<file path="src/sv/srcg_pkg.sv">
// Shared constants and types for the sync raster candidate generator.
`timescale 1ns / 1ps
package srcg_pkg;

	localparam int unsigned MAX_RESULTS = 64;
	localparam int unsigned IDX_W       = 15;
	localparam int unsigned HZ_W        = 35;
	localparam int unsigned SPAN_W      = 32;
	localparam int unsigned OFF_W       = 33;
	localparam int unsigned LIM_W       = 7;

	localparam logic [IDX_W-1:0]  LOW_COUNT = 15'd7497;
	localparam logic [IDX_W-1:0]  ALL_COUNT = 15'd22254;
	localparam logic [LIM_W-1:0]  LIMIT_RST = 7'd16;
	localparam logic [LIM_W-1:0]  LIMIT_MAX = LIM_W'(MAX_RESULTS);

	// floor(x/3) = (x * RECIP3) >> 16 for x below LOW_COUNT
	localparam logic [14:0] RECIP3     = 15'd21846;
	localparam logic [20:0] LOW_STEP   = 21'd1200000;
	localparam logic [20:0] HIGH_STEP  = 21'd1440000;
	localparam logic [HZ_W-1:0] HIGH_BASE = 35'd3000000000;

	typedef struct packed {
		logic            start;
		logic [IDX_W-1:0] idx;
	} srcg_pt_req_t;

	typedef struct packed {
		logic            done;
		logic [HZ_W-1:0] hz;
	} srcg_pt_rsp_t;

	function automatic logic [HZ_W-1:0] m_offset(input logic [1:0] r);
		case (r)
			2'd0:    m_offset = 35'd50000;
			2'd1:    m_offset = 35'd150000;
			2'd2:    m_offset = 35'd250000;
			default: m_offset = 35'd50000;
		endcase
	endfunction

endpackage

</file>
<file path="src/sv/srcg_point.sv">
// Shared raster point unit: index to frequency in hertz, two register stages.
`timescale 1ns / 1ps
module srcg_point
	import srcg_pkg::*;
(
	input  logic         clk,
	input  logic         arst_n,
	input  srcg_pt_req_t req,
	output srcg_pt_rsp_t rsp
);

	logic             v_s1, v_s2;
	logic             low_s1;
	logic [12:0]      idx_s1;
	logic [11:0]      q_s1;
	logic [13:0]      d_s1;
	logic [HZ_W-1:0]  hz_s2;

	logic [27:0]      recip_prod;
	logic [12:0]      rem13;
	logic [13:0]      mul_a;
	logic [20:0]      mul_b;
	logic [HZ_W-1:0]  add_c;
	logic [HZ_W-1:0]  prod;
	logic [IDX_W-1:0] d_full;

	assign recip_prod = 28'(req.idx[12:0]) * 28'(RECIP3);
	assign d_full     = req.idx - LOW_COUNT;

	assign rem13 = idx_s1 - 13'(q_s1) * 13'd3;
	assign mul_a = low_s1 ? {2'b00, q_s1 + 12'd1} : d_s1;
	assign mul_b = low_s1 ? LOW_STEP : HIGH_STEP;
	assign add_c = low_s1 ? m_offset(rem13[1:0]) : HIGH_BASE;
	assign prod  = 35'(mul_a) * 35'(mul_b);

	always_ff @(posedge clk or negedge arst_n) begin
		if (!arst_n) begin
			v_s1 <= 1'b0;
			v_s2 <= 1'b0;
		end else begin
			v_s1 <= req.start;
			v_s2 <= v_s1;
		end
	end

	always_ff @(posedge clk) begin
		low_s1 <= req.idx < LOW_COUNT;
		idx_s1 <= req.idx[12:0];
		q_s1   <= recip_prod[27:16];
		d_s1   <= d_full[13:0];
		hz_s2  <= prod + add_c;
	end

	assign rsp.done = v_s2;
	assign rsp.hz   = hz_s2;

endmodule

</file>
<file path="src/sv/sync_raster_candidate_generator.sv">
// Top level: query sequencer, outward walk and result register.
//
//  channel  | dir | handshake               | payload
//  s_axis   | in  | s_axis_tvalid/tready    | tdata: center_hz, half_width_hz
//  m_axis   | out | m_axis_tvalid/tready    | tdata: raster_hz, offset_hz; tuser found; tlast
//  cfg      | in  | cfg_we                  | cfg_wdata: result_limit
//
// A query takes an accept step, a binary search of at most 15 probes, each
// through the shared point unit, plus a closing step, a fetch of both
// neighbours, then per candidate a decide step plus a point fetch while that
// side still has points, and a closing decide step and final step.
// Reset clears the sequencer and sets result_limit to 16; no clearing pass.
// A stalled m_axis holds the walk; the next query is taken once the final
// result sits in the output register.
`timescale 1ns / 1ps
module sync_raster_candidate_generator
	import srcg_pkg::*;
(
	input  logic             clk,
	input  logic             arst_n,
	input  logic             s_axis_tvalid,
	output logic             s_axis_tready,
	input  logic [71:0]      s_axis_tdata,   // [34:0] center_hz, [66:35] half_width_hz
	output logic             m_axis_tvalid,
	input  logic             m_axis_tready,
	output logic [71:0]      m_axis_tdata,   // [34:0] raster_hz, [67:35] offset_hz
	output logic             m_axis_tuser,   // [0] found
	output logic             m_axis_tlast,
	input  logic             cfg_we,
	input  logic [LIM_W-1:0] cfg_wdata
);

	typedef enum logic [3:0] {
		S_IDLE, S_BS, S_BS_WAIT, S_FL, S_FL_WAIT, S_FR, S_FR_WAIT, S_DECIDE, S_FINAL
	} state_t;

	state_t            state_q;
	logic [LIM_W-1:0]  cfg_limit_q, limit_q, count_q;
	logic [HZ_W-1:0]   center_q;
	logic [SPAN_W-1:0] half_q;
	logic [IDX_W-1:0]  lo_q, hi_q, mid_q, left_q, right_q;
	logic              has_left_q, both_q, lok_q, rok_q;
	logic [HZ_W-1:0]   dl_q, dr_q;
	logic [HZ_W-1:0]   pend_hz_q;
	logic [OFF_W-1:0]  pend_off_q;
	logic              m_valid_q, m_found_q, m_last_q;
	logic [HZ_W-1:0]   m_hz_q;
	logic [OFF_W-1:0]  m_off_q;

	srcg_pt_req_t      pt_req;
	srcg_pt_rsp_t      pt_rsp;
	logic [IDX_W-1:0]  mid_c;
	logic [HZ_W-1:0]   in_center;
	logic [SPAN_W-1:0] in_half;
	logic [LIM_W-1:0]  lim_c;
	logic [HZ_W-1:0]   d_below, d_above;
	logic              out_free, take_l, take_r, in_acc, load_out;

	srcg_point u_point (
		.clk    (clk),
		.arst_n (arst_n),
		.req    (pt_req),
		.rsp    (pt_rsp)
	);

	assign in_center = s_axis_tdata[34:0];
	assign in_half   = s_axis_tdata[66:35];
	assign in_acc    = s_axis_tvalid && s_axis_tready;
	assign lim_c     = (cfg_limit_q == '0) ? 7'd1 :
	                   (cfg_limit_q > LIMIT_MAX) ? LIMIT_MAX : cfg_limit_q;
	assign mid_c     = lo_q + ((hi_q - lo_q) >> 1);
	assign d_below   = center_q - pt_rsp.hz;
	assign d_above   = pt_rsp.hz - center_q;
	assign out_free  = !m_valid_q || m_axis_tready;
	assign take_l    = lok_q && (!rok_q || dl_q <= dr_q);
	assign take_r    = !take_l && rok_q;
	assign load_out  = out_free && ((state_q == S_FINAL) ||
	                   (state_q == S_DECIDE && count_q != '0 && count_q != limit_q &&
	                    (lok_q || rok_q)));

	always_comb begin
		pt_req.start = 1'b0;
		pt_req.idx   = mid_c;
		case (state_q)
			S_BS: begin
				pt_req.start = lo_q < hi_q;
				pt_req.idx   = mid_c;
			end
			S_FL: begin
				pt_req.start = has_left_q;
				pt_req.idx   = left_q;
			end
			S_FR: begin
				pt_req.start = right_q < ALL_COUNT;
				pt_req.idx   = right_q;
			end
			default: begin
				pt_req.start = 1'b0;
				pt_req.idx   = mid_c;
			end
		endcase
	end

	always_ff @(posedge clk or negedge arst_n) begin
		if (!arst_n) begin
			state_q     <= S_IDLE;
			cfg_limit_q <= LIMIT_RST;
			limit_q     <= LIMIT_RST;
			count_q     <= '0;
			m_valid_q   <= 1'b0;
			has_left_q  <= 1'b0;
			both_q      <= 1'b0;
			lok_q       <= 1'b0;
			rok_q       <= 1'b0;
		end else begin
			if (cfg_we)
				cfg_limit_q <= cfg_wdata;
			if (m_valid_q && m_axis_tready && !load_out)
				m_valid_q <= 1'b0;
			case (state_q)
				S_IDLE: begin
					if (in_acc) begin
						center_q <= in_center;
						half_q   <= in_half;
						limit_q  <= lim_c;
						count_q  <= '0;
						lo_q     <= '0;
						hi_q     <= ALL_COUNT;
						state_q  <= (in_half == '0) ? S_FINAL : S_BS;
					end
				end
				S_BS: begin
					if (lo_q < hi_q) begin
						mid_q   <= mid_c;
						state_q <= S_BS_WAIT;
					end else begin
						right_q    <= lo_q;
						has_left_q <= lo_q != '0;
						left_q     <= lo_q - 15'd1;
						both_q     <= 1'b1;
						state_q    <= S_FL;
					end
				end
				S_BS_WAIT: begin
					if (pt_rsp.done) begin
						if (pt_rsp.hz < center_q)
							lo_q <= mid_q + 15'd1;
						else
							hi_q <= mid_q;
						state_q <= S_BS;
					end
				end
				S_FL: begin
					if (has_left_q) begin
						state_q <= S_FL_WAIT;
					end else begin
						lok_q   <= 1'b0;
						state_q <= both_q ? S_FR : S_DECIDE;
					end
				end
				S_FL_WAIT: begin
					if (pt_rsp.done) begin
						dl_q    <= d_below;
						lok_q   <= d_below <= {3'b000, half_q};
						state_q <= both_q ? S_FR : S_DECIDE;
					end
				end
				S_FR: begin
					both_q <= 1'b0;
					if (right_q < ALL_COUNT) begin
						state_q <= S_FR_WAIT;
					end else begin
						rok_q   <= 1'b0;
						state_q <= S_DECIDE;
					end
				end
				S_FR_WAIT: begin
					if (pt_rsp.done) begin
						dr_q    <= d_above;
						rok_q   <= d_above <= {3'b000, half_q};
						state_q <= S_DECIDE;
					end
				end
				S_DECIDE: begin
					if (count_q == limit_q || !(lok_q || rok_q)) begin
						state_q <= S_FINAL;
					end else if (count_q == '0 || out_free) begin
						if (count_q != '0) begin
							m_valid_q <= 1'b1;
							m_hz_q    <= pend_hz_q;
							m_off_q   <= pend_off_q;
							m_found_q <= 1'b1;
							m_last_q  <= 1'b0;
						end
						count_q <= count_q + 7'd1;
						if (take_l) begin
							pend_hz_q  <= center_q - dl_q;
							pend_off_q <= 33'd0 - dl_q[32:0];
							if (left_q == '0)
								has_left_q <= 1'b0;
							else
								left_q <= left_q - 15'd1;
							state_q <= S_FL;
						end else if (take_r) begin
							pend_hz_q  <= center_q + dr_q;
							pend_off_q <= dr_q[32:0];
							right_q    <= right_q + 15'd1;
							state_q    <= S_FR;
						end
					end
				end
				S_FINAL: begin
					if (out_free) begin
						m_valid_q <= 1'b1;
						m_last_q  <= 1'b1;
						if (count_q != '0) begin
							m_hz_q    <= pend_hz_q;
							m_off_q   <= pend_off_q;
							m_found_q <= 1'b1;
						end else begin
							m_hz_q    <= '0;
							m_off_q   <= '0;
							m_found_q <= 1'b0;
						end
						state_q <= S_IDLE;
					end
				end
				default: state_q <= S_IDLE;
			endcase
		end
	end

	assign s_axis_tready = state_q == S_IDLE;
	assign m_axis_tvalid = m_valid_q;
	assign m_axis_tdata  = {4'b0000, m_off_q, m_hz_q};
	assign m_axis_tuser  = m_found_q;
	assign m_axis_tlast  = m_last_q;

	a_pt_done_waiting: assert property (@(posedge clk) disable iff (!arst_n)
		pt_rsp.done |-> (state_q == S_BS_WAIT || state_q == S_FL_WAIT ||
		                 state_q == S_FR_WAIT))
		else $error("point unit answered outside a wait state");

	a_count_in_limit: assert property (@(posedge clk) disable iff (!arst_n)
		state_q != S_IDLE |-> count_q <= limit_q)
		else $error("candidate count beyond limit");

	a_empty_is_last: assert property (@(posedge clk) disable iff (!arst_n)
		(m_valid_q && !m_found_q) |-> m_last_q)
		else $error("empty result without last mark");

	a_idle_after_final: assert property (@(posedge clk) disable iff (!arst_n)
		(state_q == S_FINAL && out_free) |=> (state_q == S_IDLE && m_valid_q && m_last_q))
		else $error("final result not loaded");

endmodule
</file>
<file path="config.mk">
export PLATFORM = sky130hd
export DESIGN_NAME = sync_raster_candidate_generator
export DESIGN_NICKNAME = d
export VERILOG_FILES = /design/src/sv/srcg_pkg.sv /design/src/sv/srcg_point.sv /design/src/sv/sync_raster_candidate_generator.sv
export SDC_FILE = /design/constraint.sdc
export NUM_CORES = 2
export LEC_CHECK = 0
export ABC_AREA = 1
export BUFFER_PORTS_ARGS = -buffer_cell sky130_fd_sc_hd__buf_2
export CAP_MARGIN = 20
export CORE_MARGIN = 1.5
export CORE_UTILIZATION = 55
export CTS_CLUSTER_SIZE = 30
export DETAILED_ROUTE_END_ITERATION = 10
export PLACE_DENSITY = 0.68
export SYNTH_ARGS = -nofsm -noshare
export SYNTH_HDL_FRONTEND = slang
export SYNTH_SLANG_ARGS = --single-unit
</file>
<file path="constraint.sdc">
create_clock -name clk -period 9.5 [get_ports clk]
set_input_delay 0.95 -clock clk [delete_from_list [all_inputs] [get_ports clk]]
set_output_delay 0.95 -clock clk [all_outputs]
set_load 0.01 [all_outputs]
</file>
After elaboration in Yosys (flattened, before gate mapping). Cells that the tools add are included.

Register bits: 446. Bits in latches: 0. RAM bits: 0. Memory bits (read-only): 0. Input port bits: 84. Output and inout port bits: 76. Logic and storage cells: 236. Memories: 0.

Add/sub/neg operators: 16. $mul: 3. Div/mod/pow operators: 0. Order comparisons: 8. Eq/ne operators: 32. Shift-type cells: 0. Muxes and demuxes: 93. Bitwise gates (word level): 1. Reductions and logical operators: 52.

Operator list (count): $mux 35 (7); $mux 15 (16); $mux 33 (7); $pmux 15 s2 (4); $sub 35x35->35 (3); $add 35x35->35 (2); $le 35x32->1 (2); $pmux 35 s2 (1); $pmux 33 s2 (1); $pmux 16 s3 (1); $mux 4 (10); $pmux 18 s2 (1); $pmux 4 s9 (1); $le 35x35->1 (1); $lt 35x35->1 (1); $mul 14x21->35 (1); $mux 7 (5); $sub 1x33->33 const A (1); $logic_not 32->1 (1); $mux 32 (1); $add 15x1->15 const B (2); $sub 15x1->15 const B (2); $mul 13x14->27 const B (1); $mux 1 (26); other kinds (44) (107).

Depth between registers and ports, before layout.
Word-level depth: 13. Depth in mapped cells: 42. Mapped depth without buffers: 42.

By module. Synthesis repeated with hierarchy kept, for this count alone.

Cell total of the unflattened synthesis: 4641. Area total of the unflattened synthesis: 38318.0 um^2.

Modules (own cells, without submodules): sync_raster_candidate_generator (instances 1, cells an instance 3175, area an instance 26579.2 um^2, seq. area each 11263.3 um^2); srcg_point (instances 1, cells an instance 1466, area an instance 11738.8 um^2, seq. area each 1251.2 um^2).

Least setup slack after synthesis. OpenSTA, ideal clock, no wires.

Kind: reg2reg. Start point: register state_q[1]. End point: register m_last_q (netlist: m_axis_tlast), enable pin. Setup time: 0.671 ns. Arrival time: 7.846 ns. Data required time: 8.829 ns. Slack: 0.984 ns. Stages on the path, launching flop included: 8. Buffers on the path: 2. Clock period less this slack: 8.516 ns. Cells stage by stage: dfrtp_1 nand2_1 inv_2 nand2_4 buf_6 clkbuf_1 o21ai_0 nor4_1.

Longest elaborated chain between the ends: 3. Elaborated cells on any way between the ends: 8. Those cells by class: eq/ne: 6; reduce/logical: 2.

RTL lines: from (decl) (RTL line sync_raster_candidate_generator.sv:37) `state_t state_q;`; from (signal assigned) (RTL line sync_raster_candidate_generator.sv:129) `state_q <= (in_half == '0) ? S_FINAL : S_BS;`; from (signal assigned) (RTL line sync_raster_candidate_generator.sv:158) `state_q <= both_q ? S_FR : S_DECIDE;`; from (signal assigned) (RTL line sync_raster_candidate_generator.sv:165) `state_q <= both_q ? S_FR : S_DECIDE;`; $eq 4x3->1 or $eq 4x4->1 (tied branches) (RTL line sync_raster_candidate_generator.sv:120) `case (state_q)`; $ne 2x1->1 (no source line) (tied with other cells); $reduce_and 6->1 (no source line) *; to (signal assigned) (RTL line sync_raster_candidate_generator.sv:193) `m_last_q <= 1'b0;`; to (signal assigned) (RTL line sync_raster_candidate_generator.sv:215) `m_last_q <= 1'b1;`; to (decl) (RTL line sync_raster_candidate_generator.sv:46) `logic m_valid_q, m_found_q, m_last_q;`.

Every way passes the cells marked *; elsewhere a longest branch is shown, timed or not. A chain may end at the register's enable or synchronous reset.

Final worst setup path.
Start point: register lo_q[0]. End point: register u_point.q_s1[10].

Longest elaborated chain between the ends: 4.

RTL lines: from (decl) (RTL line sync_raster_candidate_generator.sv:41) `logic [IDX_W-1:0] lo_q, hi_q, mid_q, left_q, right_q;`; from (signal assigned) (RTL line sync_raster_candidate_generator.sv:147) `lo_q <= mid_q + 15'd1;`; $sub 15x15->15 (RTL line sync_raster_candidate_generator.sv:71) `assign mid_c = lo_q + ((hi_q - lo_q) >> 1);`; $add 15x14->15 * (RTL line sync_raster_candidate_generator.sv:71); named net mid_c[12] (RTL line sync_raster_candidate_generator.sv:52) `logic [IDX_W-1:0] mid_c;`; $pmux 16 s3 * (RTL line sync_raster_candidate_generator.sv:84) `case (state_q)`; $mul 13x14->27 * (RTL line srcg_point.sv:27) `assign recip_prod = 28'(req.idx[12:0]) * 28'(RECIP3);`; named net u_point.recip_prod[26] (RTL line srcg_point.sv:19) `logic [27:0] recip_prod;`; to (signal assigned) (RTL line srcg_point.sv:49) `q_s1 <= recip_prod[27:16];`; to (decl) (RTL line srcg_point.sv:15) `logic [11:0] q_s1;`.

The timed path passes the listed nets; every way through them passes the cells marked *.

==> flow_metrics.py <==
metrics = {
    "sta": {
        "hold_viol_final": 0,
        "setup_tns_ns": 0,
        "rsz0062_at_grt": "false",
        "setup_violations": 0,
        "worst_pin_slew_ns": 1.055,
        "setup_slack_ns": 1.490,
        "skew_ns": 0.05208,
        "min_period_ns": 8.010,
        "maxSlewViolCount": 0,
        "fmax_mhz": 124.8,
        "slew_headroom_pct": 29.11,
        "fin_crit_sh_pct": 84.32,
    },
    "critical_path": {
        "start_kind": "register",
        "worst_path_most_repeated_cell": "nand2_1",
        "cp_slowest_cell": "fa_1",
        "worst-setup-path-type": "register to register",
        "path_max_fanout": 4,
        "required_ns": 9.96,
        "max_stage_delay_ns": 0.57,
        "cp.buffers_inverters": 4,
        "r2r_slack_ns": 1.49,
        "crit_family": "adder cells",
        "end_kind": "register",
        "cp.arrival_ns": 8.47,
    },
    "status": {
        "status": "finished, violations left",
        "violations": "DRC",
    },
    "routing": {
        "vias": 29050,
        "via_per_inst": 5.356,
        "firstDrtPassIters": 11,
        "drc": 11,
        "final_antenna_net_count": 0,
        "drt_iter0_drc": 2030,
        "wl_per_cell_um": 18.40,
        "routed_wl_um": 99780,
    },
    "logic_synthesis": {
        "synth_seq_cells": 442,
        "synth_edf_count": 350,
        "synth_top_family_by_area": "adder cells",
        "synth_compound_area_share_pct": 9.452,
        "yosys.area_share.simple_pct": 16.96,
        "synth_flop_cell": "edfxtp_1",
        "muxShareOfSynthArea_pct": 0,
        "syn_area_per_cell_um2": 8.427,
        "synth_xor_area_share_pct": 5.280,
        "ys_seq_area_share_pct": 33.98,
        "synthAdderAreaFrac_pct": 24.22,
        "yosys_warnings": 0,
        "syn_inst": 4370,
        "yosysUniqueCellTypes": 60,
        "synthArstFlopShare_pct": 7.240,
        "syn_area_um2": 36830,
    },
    "final_layout": {
        "syn_to_final_growth_pct": 9.353,
        "layout_common_cells": "inv_1, nand2_1, ha_1",
        "regArea_um2": 12510,
        "fillers": 5918,
        "drive_gt1_share_pct": 6.864,
        "final_net_count": 5210,
        "diodes": 0,
        "multi_input_area_um2": 20680,
        "final_common_cell": "inv_1",
    },
    "floorplanning": {
        "rows": 94,
        "start_util_pct": 55.82,
        "io_pins": 160,
        "die_area_um2": 68520,
        "core_area_um2": 65980,
        "fp.dieW_um": 261.8,
        "die_y_um": 261.8,
    },
    "cts": {
        "cts_setup_buffers": 0,
        "worstSkewPairLatency_ns": 0.62,
        "hold_buffers": 0,
        "cts_tree": "built",
        "cts_root_buf": "clkbuf_16",
        "cts_max_level": 2,
        "clockBufferDepth": 3,
        "postCtsResizedCells": 0,
        "numCtsBuffers": 50,
        "clock-sinks": 442,
        "path_clk_slew_ns": 0.06,
    },
    "grt": {
        "first_global_vias": 28500,
        "grt_pass1_wl_um": 154400,
        "grt_usage_pct": 29.41,
        "grt_start_max_net_pins": 111,
        "grt_overflow": 0,
        "antenna_found_initial": 1,
    },
    "placed_design": {
        "hpwl_um": 83720,
        "port_buffers": 150,
        "place_ws_ns": 1.579,
        "gp_routability_congestion": 1.019,
    },
    "flow_run": {
        "maxCapViolCount": 0,
    },
    "worst_hold_path": {
        "hold_class": "register to register",
    },
}
-- worst paths after layout --
check                             startpoint          endpoint  depth (start not counted)
max in group asynchronous             arst_n            both_q                          1
worst min register to register  u_point.v_s1      u_point.v_s2                          0
worst min-delay path            u_point.v_s1      u_point.v_s2                          0
min in group asynchronous             arst_n    cfg_limit_q[5]                          1
worst max register to register       lo_q[0]  u_point.q_s1[10]                         36
worst max-delay path                 lo_q[0]  u_point.q_s1[10]                         36
-- final cells by class --
cell class                      count  area share, %
Multi-Input combinational cell   2961          51.36
Clock inverter                     30         0.9755
Tap cell                          864          2.684
Sequential cell                   442          31.07
Timing Repair Buffer              164          2.119
Inverter                          904          8.438
Clock buffer                       59          3.346
-- kinds of logic (layout without fill, tap and decap cells) --
family / after synthesis / after routing
simple gates: 1493 / 1493
buf+inv: 976 / 1157
compound gates: 632 / 632
fa+ha+maj: 603 / 603
flops: 442 / 442
xor+xnor: 222 / 222
other cells: 2 / 11
-- per-stage QoR --
stage	cell area [µm²]	util, %	hold slack (ns)	instances
floorplan	36860	-	0.3312	4379
global placement	38520	58.38	0.3323	5333
detailed placement	38520	58.39	0.3428	5334
CTS	40260	61.03	0.3567	5423
global route	40270	61.04	0.3610	5424
finish	40270	61.04	0.3558	5424
-- registers in the layout (all words and copies together), names as in the netlist, 31 cells and up --
register       flops
half_q            32
pend_hz_q         35
dr_q              35
u_point.hz_s2     31
m_off_q           33
pend_off_q        33
m_hz_q            35
center_q          35
dl_q              35
-- routing by layer --
metal  wire length [µm]  track usage (%)
met5                 13                0
met4               4954            13.28
met3               4487            3.029
met2              47140            50.01
met1              43190            37.93
-- synthesized netlist by cell type, drive strengths merged, types with 10 or more instances --
cell    count  area (µm²)
inv       902        3386
nand4      43       269.0
edfxtp    350       10510
nor2      419        1613
nand2     748        2825
xor2      172        1506
xnor2      50       437.9
o22ai      16       100.1
ha        420        5255
nand3     168       850.8
o21bai     10       75.07
buf        20       117.6
a31oi      23       143.9
or2        11       68.82
o21ai     236        1185
a21o       26       195.2
clkbuf     52       201.4
dfrtp      30       750.7
nor3       52       275.3
a21oi     268        1353
fa        183        3664
nor4       36       231.5
dfxtp      60        1201
o211ai     11       82.58
Power is not shown: default switching activity piles up to over one toggle a cycle in this logic, so the estimate is an artifact.
